`config.mk`:
```
export PLATFORM = sky130hd
export DESIGN_NAME = wide_code_to_euc_jp_top_flat
export DESIGN_NICKNAME = d
export VERILOG_FILES = /design/src/hw/rtl/wcej_pkg.sv /design/src/hw/rtl/wcej_if.sv /design/src/hw/rtl/wcej_front.sv /design/src/hw/rtl/wcej_queue.sv /design/src/hw/rtl/wcej_back.sv /design/src/hw/rtl/wide_code_to_euc_jp_top.sv /design/src/flat_wrapper.sv
export SDC_FILE = /design/constraint.sdc
export NUM_CORES = 1
export LEC_CHECK = 0
export ABC_AREA = 1
export BUFFER_PORTS_ARGS = -buffer_cell sky130_fd_sc_hd__buf_2
export CAP_MARGIN = 5
export CORE_ASPECT_RATIO = 1.25
export CORE_MARGIN = 1
export CORE_UTILIZATION = 37
export CTS_BUF_LIST = sky130_fd_sc_hd__clkbuf_4 sky130_fd_sc_hd__clkbuf_8
export DETAILED_ROUTE_END_ITERATION = 8
export PLACE_DENSITY = 0.6
export SLEW_MARGIN = 0
export SYNTH_ARGS = -nofsm -noshare
export SYNTH_HDL_FRONTEND = slang
export SYNTH_SLANG_ARGS = --single-unit
```
`constraint.sdc`:
```
create_clock -name clk_i -period 3.06 [get_ports clk_i]
set_clock_uncertainty 0.05 [all_clocks]
set_input_delay 0.306 -clock clk_i [delete_from_list [all_inputs] [get_ports clk_i]]
set_output_delay 0.306 -clock clk_i [all_outputs]
set_load 0.01 [all_outputs]
```
`src/hw/rtl/wcej_pkg.sv`:
```
// Shared types and constants for the wide code to EUC-JP converter.
package wcej_pkg;

  // Most bytes one code word can produce, terminator included
  localparam int unsigned MaxBytes = 5;
  localparam int unsigned CntW = 3;
  localparam int unsigned QueueDepthDefault = 2;

  // Class select and byte constants
  localparam logic [7:0] SingleShift2 = 8'h8E;
  localparam logic [7:0] SingleShift3 = 8'h8F;
  localparam logic [7:0] RowLo1 = 8'hA1;
  localparam logic [7:0] RowHi1 = 8'hA8;
  localparam logic [7:0] RowLo2 = 8'hB0;
  localparam logic [7:0] RowHi2 = 8'hF4;
  localparam logic [15:0] CircledLo = 16'hADA1;
  localparam logic [15:0] CircledHi = 16'hADB4;
  localparam logic [7:0] CircledBase = 8'hA0;
  localparam logic [7:0] AsciiOpen = 8'h28;
  localparam logic [7:0] AsciiClose = 8'h29;
  localparam logic [7:0] AsciiZero = 8'h30;
  localparam logic [7:0] Terminator = 8'h00;

  // Code class, from bits 15 and 7 of the code word
  typedef enum logic [1:0] {
    ClassAscii    = 2'b00,
    ClassKana     = 2'b01,
    ClassExternal = 2'b10,
    ClassFull     = 2'b11
  } code_class_e;

  // One classified item: its byte list, how many bytes, and whether
  // the first slot is the invalid-code marker
  typedef struct packed {
    logic [MaxBytes-1:0][7:0] bytes;
    logic [CntW-1:0]          nbytes;
    logic                     marker;
  } entry_t;

endpackage

```
`src/hw/rtl/wcej_if.sv`:
```
// Valid/ready channel interfaces for code words in and EUC-JP bytes out.
interface wcej_in_if;
  logic        valid;
  logic        ready;
  logic [15:0] code_word;
  logic        last_word;

  modport source (output valid, output code_word, output last_word, input ready);
  modport sink (input valid, input code_word, input last_word, output ready);
endinterface

interface wcej_out_if;
  logic       valid;
  logic       ready;
  logic [7:0] out_byte;
  logic       byte_valid;
  logic       invalid_code;
  logic       end_of_run;

  modport source (
    output valid, output out_byte, output byte_valid, output invalid_code,
    output end_of_run, input ready
  );
  modport sink (
    input valid, input out_byte, input byte_valid, input invalid_code,
    input end_of_run, output ready
  );
endinterface

```
`src/hw/rtl/wcej_front.sv`:
```
// Front end: classifies one code word into its list of output bytes.
module wcej_front (
  input  logic [15:0]     code_word_i,
  input  logic            last_word_i,
  output wcej_pkg::entry_t entry_o
);
  import wcej_pkg::*;

  logic [7:0]      hi;
  logic [7:0]      lo;
  logic            row_ok;
  logic            circled;
  logic [4:0]      num;
  logic [3:0]      tens;
  logic [4:0]      ones;
  logic [CntW-1:0] n;
  code_class_e     cls;

  assign hi = code_word_i[15:8];
  assign lo = code_word_i[7:0];
  assign cls = code_class_e'({code_word_i[15], code_word_i[7]});
  assign row_ok = ((hi >= RowLo1) && (hi <= RowHi1)) || ((hi >= RowLo2) && (hi <= RowHi2));
  assign circled = (code_word_i >= CircledLo) && (code_word_i <= CircledHi);

  // Split the counter value 1..20 into decimal digits
  always_comb begin
    num = 5'(lo - CircledBase);
    if (num >= 5'd20) begin
      tens = 4'd2;
      ones = num - 5'd20;
    end else if (num >= 5'd10) begin
      tens = 4'd1;
      ones = num - 5'd10;
    end else begin
      tens = 4'd0;
      ones = num;
    end
  end

  // Build the byte list, then append the terminator on the last word
  always_comb begin
    entry_o = '0;
    n = '0;
    unique case (cls)
      ClassAscii: begin
        entry_o.bytes[0] = {1'b0, code_word_i[6:0]};
        n = CntW'(1);
      end
      ClassKana: begin
        entry_o.bytes[0] = SingleShift2;
        entry_o.bytes[1] = {1'b1, code_word_i[6:0]};
        n = CntW'(2);
      end
      ClassExternal: begin
        entry_o.bytes[0] = SingleShift3;
        entry_o.bytes[1] = hi;
        entry_o.bytes[2] = lo | 8'h80;
        n = CntW'(3);
      end
      ClassFull: begin
        if (row_ok) begin
          entry_o.bytes[0] = hi;
          entry_o.bytes[1] = lo;
          n = CntW'(2);
        end else if (circled) begin
          entry_o.bytes[0] = AsciiOpen;
          if (tens != 4'd0) begin
            entry_o.bytes[1] = AsciiZero + {4'd0, tens};
            entry_o.bytes[2] = AsciiZero + {3'd0, ones};
            entry_o.bytes[3] = AsciiClose;
            n = CntW'(4);
          end else begin
            entry_o.bytes[1] = AsciiZero + {3'd0, ones};
            entry_o.bytes[2] = AsciiClose;
            n = CntW'(3);
          end
        end else begin
          entry_o.bytes[0] = Terminator;
          entry_o.marker = 1'b1;
          n = CntW'(1);
        end
      end
      default: begin
        n = CntW'(1);
      end
    endcase
    if (last_word_i) begin
      entry_o.bytes[n] = Terminator;
      n = n + CntW'(1);
    end
    entry_o.nbytes = n;
  end

endmodule

```
`src/hw/rtl/wcej_queue.sv`:
```
// Short FIFO of classified entries between the front and back ends.
module wcej_queue #(
  parameter int unsigned Depth = wcej_pkg::QueueDepthDefault
) (
  input  logic             clk_i,
  input  logic             rst_ni,
  input  logic             push_i,
  input  wcej_pkg::entry_t push_entry_i,
  output logic             full_o,
  input  logic             pop_i,
  output wcej_pkg::entry_t head_o,
  output logic             empty_o
);
  import wcej_pkg::*;

  localparam int unsigned IdxW = (Depth > 1) ? $clog2(Depth) : 1;
  localparam int unsigned CountW = $clog2(Depth + 1);

  entry_t            mem_q [Depth];
  logic [IdxW-1:0]   wr_ptr_q, wr_ptr_d;
  logic [IdxW-1:0]   rd_ptr_q, rd_ptr_d;
  logic [CountW-1:0] count_q, count_d;
  logic              do_push;
  logic              do_pop;

  assign full_o = (count_q == CountW'(Depth));
  assign empty_o = (count_q == '0);
  assign do_push = push_i && !full_o;
  assign do_pop = pop_i && !empty_o;
  assign head_o = mem_q[rd_ptr_q];

  // Advance pointers with wrap, track occupancy
  always_comb begin
    wr_ptr_d = wr_ptr_q;
    rd_ptr_d = rd_ptr_q;
    count_d = count_q;
    if (do_push) begin
      wr_ptr_d = (wr_ptr_q == IdxW'(Depth - 1)) ? '0 : wr_ptr_q + IdxW'(1);
    end
    if (do_pop) begin
      rd_ptr_d = (rd_ptr_q == IdxW'(Depth - 1)) ? '0 : rd_ptr_q + IdxW'(1);
    end
    if (do_push && !do_pop) begin
      count_d = count_q + CountW'(1);
    end else if (do_pop && !do_push) begin
      count_d = count_q - CountW'(1);
    end
  end

  always_ff @(posedge clk_i or negedge rst_ni) begin
    if (!rst_ni) begin
      wr_ptr_q <= '0;
      rd_ptr_q <= '0;
      count_q <= '0;
    end else begin
      wr_ptr_q <= wr_ptr_d;
      rd_ptr_q <= rd_ptr_d;
      count_q <= count_d;
    end
  end

  // Store entries; no reset on payload
  always_ff @(posedge clk_i) begin
    if (do_push) begin
      mem_q[wr_ptr_q] <= push_entry_i;
    end
  end

endmodule

```
`src/hw/rtl/wcej_back.sv`:
```
// Back end: serializes the head entry into one output beat per cycle while the receiver is ready.
module wcej_back (
  input  logic             clk_i,
  input  logic             rst_ni,
  input  wcej_pkg::entry_t head_i,
  input  logic             empty_i,
  output logic             pop_o,
  wcej_out_if.source       out_o
);
  import wcej_pkg::*;

  logic [CntW-1:0] idx_q, idx_d;
  logic            out_valid_q, out_valid_d;
  logic [7:0]      byte_q;
  logic            byte_valid_q;
  logic            invalid_q;
  logic            end_q;
  logic            load;
  logic            last_beat;
  logic            is_marker;

  assign load = !empty_i && (!out_valid_q || out_o.ready);
  assign last_beat = (idx_q == head_i.nbytes - CntW'(1));
  assign is_marker = head_i.marker && (idx_q == '0);
  assign pop_o = load && last_beat;

  // Step through the entry; restart at slot zero when it is done
  always_comb begin
    idx_d = idx_q;
    if (load) begin
      idx_d = last_beat ? '0 : idx_q + CntW'(1);
    end
    out_valid_d = load || (out_valid_q && !out_o.ready);
  end

  always_ff @(posedge clk_i or negedge rst_ni) begin
    if (!rst_ni) begin
      idx_q <= '0;
      out_valid_q <= 1'b0;
    end else begin
      idx_q <= idx_d;
      out_valid_q <= out_valid_d;
    end
  end

  // Output register holds the beat until it is taken
  always_ff @(posedge clk_i) begin
    if (load) begin
      byte_q <= head_i.bytes[idx_q];
      byte_valid_q <= !is_marker;
      invalid_q <= is_marker;
      end_q <= last_beat;
    end
  end

  assign out_o.valid = out_valid_q;
  assign out_o.out_byte = byte_q;
  assign out_o.byte_valid = byte_valid_q;
  assign out_o.invalid_code = invalid_q;
  assign out_o.end_of_run = end_q;

endmodule

```
`src/hw/rtl/wide_code_to_euc_jp_top.sv`:
```
// Top level of the wide code to EUC-JP converter.
//
// Channel in_i takes one 16-bit code word per beat, with last_word marking
// the final word of a string. Channel out_o gives one EUC-JP byte per beat;
// end_of_run flags the final beat caused by an input word, and an unmapped
// full-width code gives a single beat with invalid_code set and no byte.
// A word flagged last is followed by a zero terminator beat.
// A word accepted from in_i goes into the queue, then from its head into the
// output register. Throughput: one output beat per cycle while the receiver
// is ready, so a word takes one to five beats (its byte count, terminator
// included), set by the single byte output register. Classified words wait
// in a QueueDepth-entry queue, so input is taken while earlier words go out.
// Reset empties the queue and clears the output valid and byte index; the
// payload is not cleared. When the receiver stalls, the current beat holds
// in the output register, the queue fills, and then in_i.ready drops.
module wide_code_to_euc_jp_top #(
  parameter int unsigned QueueDepth = wcej_pkg::QueueDepthDefault
) (
  input  logic       clk_i,
  input  logic       rst_ni,
  wcej_in_if.sink    in_i,
  wcej_out_if.source out_o
);
  import wcej_pkg::*;

  entry_t entry;
  entry_t head;
  logic   full;
  logic   empty;
  logic   pop;

  wcej_front u_front (
    .code_word_i (in_i.code_word),
    .last_word_i (in_i.last_word),
    .entry_o     (entry)
  );

  assign in_i.ready = !full;

  wcej_queue #(
    .Depth (QueueDepth)
  ) u_queue (
    .clk_i        (clk_i),
    .rst_ni       (rst_ni),
    .push_i       (in_i.valid),
    .push_entry_i (entry),
    .full_o       (full),
    .pop_i        (pop),
    .head_o       (head),
    .empty_o      (empty)
  );

  wcej_back u_back (
    .clk_i   (clk_i),
    .rst_ni  (rst_ni),
    .head_i  (head),
    .empty_i (empty),
    .pop_o   (pop),
    .out_o   (out_o)
  );

endmodule
```
`src/flat_wrapper.sv`:
```
// flat-port wrapper written by rule: the top's interface ports become plain ports
module wide_code_to_euc_jp_top_flat import wcej_pkg::*;
#(
  parameter int unsigned QueueDepth = wcej_pkg::QueueDepthDefault
)
  (clk_i, rst_ni, in_i_valid, in_i_code_word, in_i_last_word, in_i_ready, out_o_valid, out_o_out_byte, out_o_byte_valid, out_o_invalid_code, out_o_end_of_run, out_o_ready);
  wcej_in_if in_i_i ();
  wcej_out_if out_o_i ();
  input  logic clk_i;
  input  logic rst_ni;
  input wire logic [$bits(in_i_i.valid)-1:0] in_i_valid;
  input wire logic [$bits(in_i_i.code_word)-1:0] in_i_code_word;
  input wire logic [$bits(in_i_i.last_word)-1:0] in_i_last_word;
  output wire logic [$bits(in_i_i.ready)-1:0] in_i_ready;
  output wire logic [$bits(out_o_i.valid)-1:0] out_o_valid;
  output wire logic [$bits(out_o_i.out_byte)-1:0] out_o_out_byte;
  output wire logic [$bits(out_o_i.byte_valid)-1:0] out_o_byte_valid;
  output wire logic [$bits(out_o_i.invalid_code)-1:0] out_o_invalid_code;
  output wire logic [$bits(out_o_i.end_of_run)-1:0] out_o_end_of_run;
  input wire logic [$bits(out_o_i.ready)-1:0] out_o_ready;
  assign in_i_i.valid = in_i_valid;
  assign in_i_i.code_word = in_i_code_word;
  assign in_i_i.last_word = in_i_last_word;
  assign in_i_ready = in_i_i.ready;
  assign out_o_valid = out_o_i.valid;
  assign out_o_out_byte = out_o_i.out_byte;
  assign out_o_byte_valid = out_o_i.byte_valid;
  assign out_o_invalid_code = out_o_i.invalid_code;
  assign out_o_end_of_run = out_o_i.end_of_run;
  assign out_o_i.ready = out_o_ready;
  wide_code_to_euc_jp_top #(.QueueDepth(QueueDepth)) u_core (.clk_i(clk_i), .rst_ni(rst_ni), .in_i(in_i_i), .out_o(out_o_i));
endmodule
```
Yosys cells after proc, flatten, opt, wreduce, memory -nomap -nowiden
Memory sizes are Yosys's and may differ from the RTL's.
Index checks and enable logic that the tools add are counted.

cells by class
  add/sub/neg operators = 12
  order comparisons = 11
  equality and inequality tests = 5
  mux-type cells = 34
  bitwise gates (word level) = 2
  reductions and logical operators = 27

operators by type and width
  operator                                                               count
  32-bit by 40-bit AND with 40-bit output                                1
  40-bit 2-to-1 mux                                                      1
  40-bit NOT                                                             1
  16-bit 2-to-1 mux                                                      2
  8-bit one-hot mux with 4 select lines                                  1
  8-bit binary-select mux with 3-bit select                              1
  8-bit demux with 3-bit select                                          1
  24-bit 2-to-1 mux                                                      1
  8-bit 2-to-1 mux                                                       3
  8-bit one-hot mux with 3 select lines                                  1
  16-bit >= comparator (second input constant)                           1
  8-bit >= comparator (second input constant)                            2
  16-bit <= comparator (second input constant)                           1
  8-bit <= comparator (second input constant)                            2
  8-bit one-hot mux with 2 select lines                                  1
  15-bit 2-to-1 mux                                                      1
  3-bit 2-to-1 mux                                                       5
  1-bit logical AND                                                      12
  6-bit 2-to-1 mux                                                       2
  3-bit one-hot mux with 4 select lines                                  1
  5-bit 2-to-1 mux                                                       2
  3-bit by 4-bit < comparator with 1-bit output (second input constant)  2
  1-bit 2-to-1 mux                                                       8
  6-bit by 4-bit adder with 7-bit output (first input constant)          1
  other kinds (23)                                                       37

word-level totals
  register bits after elaboration = 19
  bits in writable memories = 88
  input bits = 21
  output and inout port bits = 13
  logic and storage cells = 101
  memories = 1

memory list
  name                  words  width  rd ports  clocked after Yosys merged registers in  write ports  RTL line          source
  u_core.u_queue.mem_q  2      44     1         0                                        1            wcej_queue.sv:19  entry_t mem_q [Depth];

Depth between registers and ports, before layout
  depth after elaboration = 16
  depth in mapped cells = 15
  mapped depth without buffers = 15

Modules after synthesis
A second synthesis with hierarchy kept.

second synthesis, totals
  cells, all modules = 624
  area, all modules = 5,700.5 um^2

modules (own cells, without submodules)
  module                   instances  cells an instance  area each (um^2)  seq. area each (um^2)
  wcej_queue               1          261                3,440.8           2,742.6
  wcej_front               1          214                1,211.2           0.0
  wcej_back                1          148                1,044.8           430.4
  wide_code_to_euc_jp_top  1          1                  3.8               0.0

Least setup slack after synthesis
Ideal clock, no wire load.

  kind = reg-to-reg
  start = reg u_core.u_queue.rd_ptr_q
  end = reg u_core.u_queue.count_q[1]
  library setup time = 0.131 ns
  arrival = 2.355 ns
  data required time = 2.879 ns
  setup slack = 0.524 ns
  cell stages (with the launch flop) = 14
  path buffers = 2
  period minus slack after synthesis = 2.536 ns
  cell sequence = dfrtp_1 > buf_2 > buf_2 > mux2i_1 > ha_1 > xnor2_1 > xor2_1 > nand3_1 > nor2_2 > inv_1 > ha_1 > a21oi_1 > o21ai_0 > xor2_1

on the way
  word-level cells in the longest chain between the ends = 8
  elaborated cells between the ends (all ways) = 10
  those cells by class = 1 x add/sub; 1 x eq/ne; 1 x mux; 6 x reduce/logical; 1 x memory

RTL lines
  item                                                    RTL line          source
  start, declared                                         wcej_queue.sv:21  logic [IdxW-1:0] rd_ptr_q, rd_ptr_d;
  start signal, assigned                                  wcej_queue.sv:57  rd_ptr_q <= rd_ptr_d;
  memory 2 x 44 bit (*)                                   -
  3-bit by 1-bit subtractor with 3-bit output (*)         wcej_back.sv:23   assign last_beat = (idx_q == head_i.nbytes - CntW'(1));
  3-bit == test (*)                                       wcej_back.sv:23
  1-bit logical AND (*)                                   wcej_back.sv:25   assign pop_o = load && last_beat;
  1-bit logical AND (*)                                   wcej_queue.sv:29  assign do_pop = pop_i && !empty_o;
  1-bit zero test                                         wcej_queue.sv:43  if (do_push && !do_pop) begin
  1-bit logical AND                                       wcej_queue.sv:43
  2-bit 2-to-1 mux or 2-bit nonzero test (tied branches)  -
  end signal, assigned                                    wcej_queue.sv:58  count_q <= count_d;
  end, declared                                           wcej_queue.sv:22  logic [CountW-1:0] count_q, count_d;

Mark *: on every way between the ends. The rest lies on a longest branch, timed or not.
A chain may end at the register's enable or synchronous reset.

Worst setup path in the final report
Same ends and word-level chain as after synthesis.

==> flow_metrics.tcl <==
set metrics [dict create \
    layout_common_cells "nand2_1, edfxtp_1, inv_1" \
    grt_overflow_total 0 \
    synthAdderAreaFrac_pct 3.42 \
    vias 3070 \
    boundaryPins 34 \
    worstPathRequired_ns 3.24 \
    worstPathArrival_ns 2.57 \
    synth_area_mm2 0.00403 \
    critPathKind "reg2reg" \
    final_common_cell "nand2_1" \
    core_mm2 0.0106 \
    cts.clk_slew.worst_paths_ns 0.07 \
    dr.pass1.iters 4 \
    cts_hold_buffers 1 \
    yosysUniqueCellTypes 36 \
    cts_tree "yes" \
    r2r_setup_slack_ns 0.67 \
    fillers 1044 \
    setup_tns_ns 0 \
    synth_ff_type "edfxtp_1" \
    ant_nets 0 \
    die-area_mm2 0.0113 \
    hold_depth 4 \
    synth_edf_count 69 \
    max_slew_margin_pct 63.0 \
    cts-resized-gates 0 \
    min_from "out_o_ready" \
    ys_ff_latch 77 \
    io_buffers 33 \
    cp-start-kind "flip-flop" \
    timing.fmax_mhz 419 \
    dieHeight_um 119 \
    syn2layout_area_growth_pct 13.4 \
    p_leak_nw 1.95 \
    clock_path_buffers 2 \
    finalSetupViolations 0 \
    top_layer "met4" \
    met3_wirelength_um 339 \
    ff2ff_path_depth 12 \
    synthesis.nets 455 \
    die_w_um 95.3 \
    worst_pin_slew_ns 0.554 \
    antenna_found_initial 0 \
    cts_num_sinks 77 \
    wl_met1_um 3930 \
    dpl.hpwl_um 6560 \
    cts_buffers 9 \
    first_iter_violations 147 \
    initial_core_util_pct 38.0 \
    yosysWarnings 0 \
    grt_pass1_vias 2993 \
    hp-class "in2reg" \
    drv_cap 0 \
    grt_usage_pct 17.4 \
    wl_um 8920 \
    slew_viol_final 0 \
    cp_max_fo 5 \
    status "completed" \
    min_to "u_core.u_back.out_o.valid" \
    syn_avg_cell_area_um2 9.53 \
    r2r_start "u_core.u_queue.rd_ptr_q" \
    nets 498 \
    diodes 0 \
    period_share_pct 78.0 \
    final_layout_size_suffix_gt1_share_pct 17.7 \
    wl_per_cell_um 14.8 \
    synthArstFlopShare_pct 10.4 \
    seq_area_frac_synth_pct 56.4 \
    power_w 0.00368 \
    grt_max_degree 31 \
    gp_congestion 0.869 \
    cts-root-buf "clkbuf_8" \
    muxShareOfSynthArea_pct 0.248 \
    synth_compound_area_share_pct 11.3 \
    vias_per_cell 5.10 \
    clk_latency_ns 0.34 \
    grt_pass1_wl_um 14800 \
    r2r-end "u_core.u_queue.count_q[1]" \
    num_rows 42 \
    rsz0062_at_grt "false" \
    synthXorXnorAreaFrac_pct 2.39 \
    postCtsSetupRepairBufs 0 \
    drc 0 \
    ir_drop_v 0.000250 \
    period_needed_ns 2.39 \
    synth_top_family_by_area "simple AND/OR/NAND/NOR gates" \
    synthSimpleGateAreaFrac_pct 19.9 \
    power.density_mw_per_mm2 805 \
    setup.worst_path.end_class "flip-flop" \
    syn-instance-count 423 \
    htreeDepth 3 \
    met2_length_um 4440 \
    final_hold_viol_count 0 \
]
==> layout make-up <==
class | instances | area (µm²) | area share [%]
clock buffer | 12 | 146 | 3.20
clock inverter | 3 | 37.5 | 0.821
inverter | 55 | 206 | 4.52
multi-input combinational | 281 | 1510 | 33.0
sequential | 77 | 2270 | 49.7
tap | 132 | 165 | 3.61
timing repair buffer | 42 | 235 | 5.15
==> worst max-delay path by stage <==
stage | from | to | slack [ns] | depth (start not counted)
2_1_floorplan | u_core.u_queue.rd_ptr_q | u_core.u_queue.count_q[1] | 0.52 | 13
3_3_place_gp | in_i_code_word[2] | u_core.u_queue.mem_q[0][3] | 0.73 | 13
3_5_place_dp | in_i_code_word[2] | u_core.u_queue.mem_q[1][3] | 0.60 | 13
4_1_cts | u_core.u_queue.rd_ptr_q | u_core.u_queue.count_q[1] | 0.65 | 12
5_1_grt | u_core.u_queue.rd_ptr_q | u_core.u_queue.count_q[1] | 0.45 | 12
6_report | u_core.u_queue.rd_ptr_q | u_core.u_queue.count_q[1] | 0.67 | 12
==> routing by layer <==
metal  global-route usage (%)  vias up
met3                     3.35       16
met4                     8.14        0
met5                        0        -
li1                         -     1518
met1                     22.2     1456
met2                     28.0       80
==> cell families (layout without fill, tap and decap cells) <==
kind of cell	count (synthesis)	count (layout)
AND/OR/NAND/NOR	179	179
AO/OA/AOI/OAI	79	79
flip-flops	77	77
buffers and inverters	65	112
adder cells (fa/ha/maj)	11	11
XOR/XNOR	11	11
multiplexers	1	1
==> per-stage QoR <==
| step | area, µm² | setup slack (ns) | cells | hold slack [ns] | util, % |
|---|---|---|---|---|---|
| finish | 4570 | 0.672 | 602 | 0.172 | 43.0 |
| global route | 4570 | 0.455 | 602 | 0.183 | 43.0 |
| CTS | 4570 | 0.648 | 602 | 0.164 | 43.0 |
| detailed placement | 4380 | 0.600 | 586 | 0.113 | 41.2 |
| global placement | 4380 | 0.725 | 586 | 0.113 | 41.2 |
| floorplan | 4030 | 0.524 | 423 | -0.0396 | - |
==> registers in the layout (all words and copies together) (netlist names) <==
name                              count
u_core.u_back.idx_q                   3
u_core.u_back.out_o.byte_valid        1
u_core.u_back.out_o.end_of_run        1
u_core.u_back.out_o.invalid_code      1
u_core.u_back.out_o.out_byte          8
u_core.u_back.out_o.valid             1
u_core.u_queue.count_q                2
u_core.u_queue.mem_q                 58
u_core.u_queue.rd_ptr_q               1
u_core.u_queue.wr_ptr_q               1
==> synthesized netlist by cell type (3+ instances only) <==
cell type  instances  area [µm²]
a21oi_1           11        55.1
ha_1              11         138
nand4_1            3        18.8
nor2_1            38         143
inv_1             50         188
o21a_1             8        60.1
nand2_2           10        62.6
xnor2_1            4        35.0
buf_2              3        15.0
nor2_2             5        31.3
o21ai_0           36         180
nand3_1           25         125
clkbuf_1           4        15.0
inv_2              4        15.0
edfxtp_1          69        2070
a31oi_1            3        18.8
nand2_1           89         334
o22ai_1           15        93.8
xor2_1             7        61.3
dfrtp_1            8         200
==> power by group <==
part | internal [W] | switching [W]
clock network | 0.000395 | 0.000330
registers | 0.00154 | 0.000116
logic | 0.000457 | 0.000842
total | 0.00239 | 0.00129
==> worst max-delay path: stages (launching register included) <==
cell and delay, ns:
dfrtp_1 0.44, nand2_1 0.10, o21ai_2 0.07, ha_1 0.22, xnor2_1 0.18, xor2_1 0.16
nand3_1 0.16, nor2_2 0.16, inv_1 0.07, ha_1 0.30, a21oi_1 0.11, o21ai_0 0.10
xor2_1 0.15
No activity file was read; power rests on OpenSTA's default activity.
